===== src/rtl/rsat_pkg.sv =====
`default_nettype none

package rsat_pkg;

  localparam int SIZE       = 1024;
  localparam int LEAF_DEPTH = $clog2(SIZE);
  localparam int IDX_W      = 10;
  localparam int NODE_W     = LEAF_DEPTH + 1;
  localparam int NODES      = 2 * SIZE;
  localparam int DEPTH_W    = $clog2(LEAF_DEPTH + 1);
  localparam int VAL_W      = 32;
  localparam int EXT_W      = VAL_W + 1;
  localparam int SUM_W      = 42;
  localparam int CFG_W      = 11;

  localparam logic [1:0] FUNC_ASSIGN = 2'd0;
  localparam logic [1:0] FUNC_QUERY  = 2'd1;
  localparam logic [1:0] FUNC_FIRST  = 2'd2;
  localparam logic [1:0] FUNC_LAST   = 2'd3;

  // empty marks sit just outside the value range
  localparam logic signed [EXT_W-1:0] EMPTY_MIN = EXT_W'(1) << (VAL_W - 1);
  localparam logic signed [EXT_W-1:0] EMPTY_MAX = ~EMPTY_MIN;
  localparam logic signed [VAL_W-1:0] VMAX = {1'b0, {(VAL_W-1){1'b1}}};
  localparam logic signed [VAL_W-1:0] VMIN = {1'b1, {(VAL_W-1){1'b0}}};

  typedef struct packed {
    logic [1:0]              func;
    logic [IDX_W-1:0]        range_left;
    logic [IDX_W-1:0]        range_right;
    logic signed [VAL_W-1:0] value;
  } item_t;

  typedef struct packed {
    logic signed [SUM_W-1:0] range_sum;
    logic signed [VAL_W-1:0] range_min;
    logic signed [VAL_W-1:0] range_max;
    logic                    range_empty;
    logic [IDX_W-1:0]        found_index;
    logic                    found;
  } result_t;

  typedef struct packed {
    logic signed [SUM_W-1:0] sum_v;
    logic signed [EXT_W-1:0] min_v;
    logic signed [EXT_W-1:0] max_v;
  } span_t;

  typedef struct packed {
    logic signed [SUM_W-1:0] sum_v;
    logic signed [EXT_W-1:0] min_v;
    logic signed [EXT_W-1:0] max_v;
    logic signed [VAL_W-1:0] pend_v;
    logic                    pend;
  } node_t;

  localparam int NODE_BITS = $bits(node_t);

  localparam node_t RESET_NODE = '{sum_v: '0, min_v: EMPTY_MIN, max_v: EMPTY_MAX,
                                   pend_v: '0, pend: 1'b0};

  typedef struct packed {
    logic start;
    logic rd;
    logic clr_wr;
    logic w_span;
    logic push_a;
    logic push_b;
    logic push_n;
    logic desc;
    logic sib;
    logic up;
    logic ret_self;
    logic ret_span;
    logic acc;
    logic set_found;
    logic load_out;
  } cmd_t;

  typedef struct packed {
    logic       clr_last;
    logic       empty;
    logic [1:0] op;
    logic       disjoint;
    logic       covered;
    logic       leaf;
    logic       pending;
    logic       min_ge;
    logic       root;
    logic       phase_top;
    logic       out_free;
  } stat_t;

  function automatic logic [IDX_W-1:0] node_lo(logic [NODE_W-1:0] n,
                                               logic [DEPTH_W-1:0] d);
    logic [NODE_W-1:0] pos;
    pos = n & ~(NODE_W'(1) << d);
    return IDX_W'(pos << (DEPTH_W'(LEAF_DEPTH) - d));
  endfunction

  function automatic logic [IDX_W-1:0] node_hi(logic [NODE_W-1:0] n,
                                               logic [DEPTH_W-1:0] d);
    logic [NODE_W-1:0] span_m1;
    span_m1 = (NODE_W'(1) << (DEPTH_W'(LEAF_DEPTH) - d)) - NODE_W'(1);
    return node_lo(n, d) | IDX_W'(span_m1);
  endfunction

  // every element of a span of 2**sh set to v
  function automatic node_t span_word(logic signed [VAL_W-1:0] v,
                                      logic [DEPTH_W-1:0] sh);
    node_t w;
    w.sum_v  = {{(SUM_W-VAL_W){v[VAL_W-1]}}, v} << sh;
    w.min_v  = {v[VAL_W-1], v};
    w.max_v  = {v[VAL_W-1], v};
    w.pend_v = v;
    w.pend   = 1'b1;
    return w;
  endfunction

  function automatic span_t to_span(node_t w);
    span_t s;
    s.sum_v = w.sum_v;
    s.min_v = w.min_v;
    s.max_v = w.max_v;
    return s;
  endfunction

  function automatic span_t combine(span_t a, span_t b);
    span_t s;
    s.sum_v = a.sum_v + b.sum_v;
    s.min_v = (a.min_v < b.min_v) ? a.min_v : b.min_v;
    s.max_v = (a.max_v > b.max_v) ? a.max_v : b.max_v;
    return s;
  endfunction

endpackage

`default_nettype wire


===== src/rtl/rsat_ctrl.sv =====
`default_nettype none

module rsat_ctrl (
  input  wire logic            clk,
  input  wire logic            rst,
  input  wire logic            item_valid,
  output      logic            item_ready,
  input  wire logic            cfg_write_en,
  input  wire rsat_pkg::stat_t st,
  output      rsat_pkg::cmd_t  cmd
);

  typedef enum logic [9:0] {
    S_CLEAR  = 10'b0000000001,
    S_IDLE   = 10'b0000000010,
    S_READ   = 10'b0000000100,
    S_EVAL   = 10'b0000001000,
    S_PUSH_A = 10'b0000010000,
    S_PUSH_B = 10'b0000100000,
    S_PUSH_N = 10'b0001000000,
    S_DESC   = 10'b0010000000,
    S_RET    = 10'b0100000000,
    S_DONE   = 10'b1000000000
  } state_t;

  state_t state;
  state_t state_next;

  assign item_ready = (state == S_IDLE);

  always_comb begin
    cmd        = '0;
    state_next = state;
    case (state)
      S_CLEAR: begin
        cmd.clr_wr = 1'b1;
        if (st.clr_last) begin
          state_next = S_IDLE;
        end
      end
      S_IDLE: begin
        if (item_valid) begin
          cmd.start  = 1'b1;
          state_next = S_READ;
        end
      end
      S_READ: begin
        if (st.empty) begin
          state_next = S_DONE;
        end else begin
          cmd.rd     = 1'b1;
          state_next = S_EVAL;
        end
      end
      S_EVAL: begin
        case (st.op)
          rsat_pkg::FUNC_ASSIGN: begin
            if (st.disjoint) begin
              cmd.ret_self = 1'b1;
              state_next   = S_RET;
            end else if (st.covered) begin
              cmd.w_span   = 1'b1;
              cmd.ret_span = 1'b1;
              state_next   = S_RET;
            end else begin
              state_next = st.pending ? S_PUSH_A : S_DESC;
            end
          end
          rsat_pkg::FUNC_QUERY: begin
            if (st.disjoint) begin
              state_next = S_RET;
            end else if (st.covered) begin
              cmd.acc    = 1'b1;
              state_next = S_RET;
            end else begin
              state_next = st.pending ? S_PUSH_A : S_DESC;
            end
          end
          default: begin
            if (st.disjoint || st.min_ge) begin
              state_next = S_RET;
            end else if (st.leaf) begin
              cmd.set_found = 1'b1;
              state_next    = S_DONE;
            end else begin
              state_next = st.pending ? S_PUSH_A : S_DESC;
            end
          end
        endcase
      end
      S_PUSH_A: begin
        cmd.push_a = 1'b1;
        state_next = S_PUSH_B;
      end
      S_PUSH_B: begin
        cmd.push_b = 1'b1;
        state_next = (st.op == rsat_pkg::FUNC_ASSIGN) ? S_DESC : S_PUSH_N;
      end
      S_PUSH_N: begin
        cmd.push_n = 1'b1;
        state_next = S_DESC;
      end
      S_DESC: begin
        cmd.desc   = 1'b1;
        state_next = S_READ;
      end
      S_RET: begin
        if (st.root) begin
          state_next = S_DONE;
        end else if (!st.phase_top) begin
          cmd.sib    = 1'b1;
          state_next = S_READ;
        end else begin
          cmd.up = 1'b1;
        end
      end
      S_DONE: begin
        if (st.out_free) begin
          cmd.load_out = 1'b1;
          state_next   = S_IDLE;
        end
      end
      default: begin
        state_next = S_IDLE;
      end
    endcase
    if (cfg_write_en) begin
      state_next = S_CLEAR;
    end
  end

  always_ff @(posedge clk) begin
    if (rst) begin
      state <= S_CLEAR;
    end else begin
      state <= state_next;
    end
  end

  a_accept_busy: assert property (@(posedge clk) disable iff (rst)
    item_valid && item_ready |=> state != S_IDLE)
    else $error("beat accepted but controller still idle");

  a_cfg_clear: assert property (@(posedge clk) disable iff (rst)
    cfg_write_en |=> state == S_CLEAR)
    else $error("size write did not start clearing");

endmodule

`default_nettype wire


===== config.mk =====
export PLATFORM = sky130hd
export DESIGN_NAME = rsat_ctrl
export DESIGN_NICKNAME = d
export VERILOG_FILES = /design/src/rtl/rsat_pkg.sv /design/src/rtl/rsat_ctrl.sv
export SDC_FILE = /design/constraint.sdc
export NUM_CORES = 1
export LEC_CHECK = 0
export BUFFER_PORTS_ARGS = -buffer_cell sky130_fd_sc_hd__buf_2
export CORE_MARGIN = 4
export CORE_UTILIZATION = 50
export CTS_CLUSTER_SIZE = 40
export DETAILED_ROUTE_END_ITERATION = 10
export GPL_ROUTABILITY_DRIVEN = 0
export PLACE_DENSITY = 0.83
export SLEW_MARGIN = 25
export SYNTH_ARGS = -nofsm -noshare
export SYNTH_HDL_FRONTEND = slang
export SYNTH_SLANG_ARGS = --single-unit
export TNS_END_PERCENT = 50

===== constraint.sdc =====
create_clock -name clk -period 3.7 [get_ports clk]
set_clock_uncertainty 0.15 [all_clocks]
set_input_delay 0.74 -clock clk [delete_from_list [all_inputs] [get_ports clk]]
set_output_delay 0.74 -clock clk [all_outputs]
set_load 0.01 [all_outputs]

# Word level (Yosys, flattened, before mapping)
# Index checks and enable logic that the tools add are counted.
# totals
regBits,10
word_cells,61
# classes
n_eq_ne,15
mux,40
n_reduce_logical,5
# ops
op,count
$mux W10,10
$pmux W10 S10,1
$mux W1,22
$mux W8,2
$eq A10 B1 Y1 const B,1
$eq A10 B10 Y1 const B,1
$eq A10 B2 Y1 const B,1
$eq A10 B3 Y1 const B,1
$eq A10 B4 Y1 const B,1
$eq A10 B5 Y1 const B,1
$eq A10 B6 Y1 const B,1
$eq A10 B7 Y1 const B,1
$eq A10 B8 Y1 const B,1
$eq A10 B9 Y1 const B,1
$mux W9,1
$mux W2,3
$ne A2 B2 Y1 const B,3
$mux W4,1
$reduce_and A4 Y1,1
$reduce_or A2 Y1,2
$ne A3 B3 Y1 const B,1
$eq A2 B1 Y1 const B,1
$logic_not A2 Y1,1
$logic_or A1 B1 Y1,1

# Depth between registers and ports, before layout
# depth
depth_word,5
mapped_depth,6
mapped_depth_nobuf,4

# Least setup slack after synthesis
# Ideal clock, no wire load.
# synth_path
path_type,register to output
from,reg state[6]
to,out cmd[11] (netlist bit)
arrival_ns,1.649
required_time_ns,2.810
setup_slack_ns,1.161
path_stages_with_launch,7
n_path_buf,2
path_cell_list,dfxtp_1 > buf_2 > nor4_2 > and3_1 > nand2_1 > nor3_1 > buf_4
# synth_lines
item,line_no,text
"start, declared",rsat_ctrl.sv:26,state_t state;
"start signal, assigned",rsat_ctrl.sv:136,state <= state_next;
"end, declared",rsat_ctrl.sv:10,output rsat_pkg::cmd_t cmd

==> key figures <==
Worst setup path
  – Critical path launch point type: register
  – Crit path max fanout: 8
  – Critical path endpoint category: output pin
  – CP required: 2810 ps
  – CP Class: reg -> out
  – Worst Path Arrival: 2070 ps

STA
  – FMAX: ~340 MHz
  – Setup tns final: 0 ps
  – Final-report setup violation count: 0
  – Max_slew headroom: 48.2%
  – Minimum clock period after layout: between 2000 and 3000 ps
  – Tcrit/Tclk final: about four fifths
  – RSZ-0062 raised after global routing: no
  – Fin. max-slew vios: 0
  – Final hold violation count: 0
  – Worst-margin pin slew: about 770 ps

GRT
  – Initial antenna violation count: 0
  – First-pass GRT wire length: 3.73 mm
  – Vias in the first global route: a little over 800
  – Largest net degree at the start of global routing: 13
  – Total GRT Usage: 23.4%
  – Overflow left after global routing: 0

Cells and area
  – P&R area growth vs syn: 22.0%
  – Max FFs per register: 10
  – Final #Nets: 152
  – Register bank with the most flops: state
  – Fill cells: 134
  – # diodes: 0
  – Biggest regs: state (10)
  – Fraction of layout cells with a size suffix above 1: 28.9%

Route
  – Via count: 984
  – WL per Instance: between 15 and 20 µm
  – Starting DRT DRC Count: 60
  – DRT Wirelength: around 2.5 mm
  – # DRC: 0
  – Router iterations before antenna repair: 4
  – DR vias/cell: ~6.5
  – Antenna Nets Post-Route: 0

Clocking
  – CTS tree: built
  – Clock-pin slew on the worst setup and hold paths: roughly 70 ps
  – Clk Tree Root Cell: clkbuf_4
  – Clock Path Buffers: 2
  – Hold Buf Count CTS: 0
  – PostCTS Resize Cnt: 0
  – Num CTS Buffers: 3
  – Clock latency on the worst-skew pair: between 200 and 300 ps
  – CTS sink count: 10
  – # Post-CTS Setup Buffers: 0
  – H-tree Lvls: 1

Yosys
  – Adder-cell share of the synthesized area: 0%
  – Unique masters post-synth: 40
  – Post-Syn Instances: 106
  – EDFF count, synth: 0
  – Top cells by count, synth: nor2_1 (12), dfxtp_1 (10), inv_1 (8)
  – Post-Synth XOR/XNOR Area: 2.20%
  – Seq/Total Area, Yosys: approximately 25%
  – Synth area leaders: dfxtp_1 (25%), nor2_1 (5.7%), nor3b_1 (5.7%), nor3_1 (4.4%), and3_1 (3.9%)
  – Mapped Area: just under 800 µm²
  – Syn_nets: between 100 and 150
  – Most common cell in the netlist: nor2_1
  – Yosys top cell area share: between 20% and 30%
  – Yosys warnings: 0
  – Mux share of post-synthesis cell area: 0%
  – Post-synth top area cell: dfxtp_1
  – Synth Area in Compound Gates: between 15 and 20%
  – Simple logic cell fraction of the synthesized area: between 40 and 50%
  – Yosys reg bits: 10
  – Combinational family with the most area after synthesis: simple AND/OR/NAND/NOR gates
  – Main synth FF type: dfxtp_1
  – Syn Area/Cell: 7.51 µm²
  – Async set-or-reset flop fraction in the synthesized netlist: 0%

Worst hold path
  – Worst min-delay path class: reg -> reg

Power and ir drop
  – Overall power: around 0.25 mW
  – Leakage power: 0.449 nW
  – P_sw: between 0.06 and 0.07 mW
  – Logic pwr share: between 10% and 20%
  – Clock power frac: between 40% and 50%
  – Pwr dens: between 200 and 300 mW/mm²
  – Sw frac: around a quarter
  – Internal Pwr Total: 0.182 mW
  – Worst-case vdd ir drop: 275 µV
  – Sequential fraction of design power: between 40% and 50%

Floorplanning
  – Die area: 0.00229 mm²
  – Die H: roughly 48 µm
  – Std-Cell Rows: 14
  – Starting Density: 52.8%
  – Number of top-level pins: 32
  – Core Box Area: between 0.0015 and 0.002 mm²
  – Die width: 47.9 µm

Placement
  – Port bufs: 31
  – DP HPWL: 1.90 mm

Run status
  – Status: finished clean

Job
  – Max cap viols: 0
## final timing paths
check | startpoint | to | slack [ps] | cells after the start
worst max-delay path | state[1] | cmd[8] | 740 | 4
worst min-delay path | state[0] | state[0] | 420 | 2
worst max register to register | state[5] | state[2] | 1450 | 4
worst min register to register | state[0] | state[0] | 420 | 2
## kinds of logic after synthesis
group,after synthesis
AOI/OAI and AO/OA,20
and+or+nand+nor,60
DFF,10
buffers and inverters,14
xor gates and xnor gates,2
## metrics by stage
| step | util, % | setup slack (ps) | hold slack, ps | std cells | instance area (µm²) |
|---|---|---|---|---|---|
| 6_report | 64.5 | 737 | 420 | 151 | 971 |
| 5_1_grt | 64.5 | 644 | 463 | 151 | 971 |
| 4_1_cts | 64.5 | 779 | 424 | 151 | 971 |
| 3_5_place_dp | 62.0 | 1090 | 410 | 147 | 935 |
| 3_3_place_gp | 62.0 | 1140 | 386 | 147 | 935 |
| 2_1_floorplan | - | 1160 | 366 | 106 | 796 |
## per-layer routing
layer / wire, µm / vias up / GRT usage, %
met5: 0 / - / 0
met1: 1000 / 437 / 27.4
met4: 90 / 0 / 11.3
met2: 1230 / 68 / 37.5
li1: - / 460 / -
met3: 228 / 19 / 8.65
## critical path, stage by stage, from the launching register on
cell,delay (ps)
dfxtp_1,380
nor4_1,700
nand3_1,250
nor3b_1,290
buf_2,180
## layout by cell type (no fill, tap or decap), types with 3 or more instances in the layout
cell and instances:
nor2_1 12, clkbuf_4 3, and3_1 5, dfxtp_1 10, nor4b_1 3, nor3b_1 6, o211ai_1 4, o21ai_0 4
nand2_1 4, nand3_1 3, nor3_1 7, inv_1 8, a21oi_1 3, nor4_1 5, buf_2 31
## area by class of cell
class	instances	area (µm²)	area share [%]
inverter	8	30.0	3.09
sequential	10	200	20.6
clock buffer	4	36.3	3.74
timing repair buffer	31	155	16.0
multi-input combinational	82	529	54.5
tap	16	20.0	2.06
## power groups by stage
stage	Combinational (mW)	Sequential, mW	Clock (mW)
2_1_floorplan	0.0153	0.113	0
3_3_place_gp	0.0296	0.113	0
3_5_place_dp	0.0307	0.114	0
4_1_cts	0.0313	0.111	0.104
5_1_grt	0.0342	0.111	0.110
6_report	0.0320	0.111	0.102
Note: power is estimated with default switching activity, not from simulation.
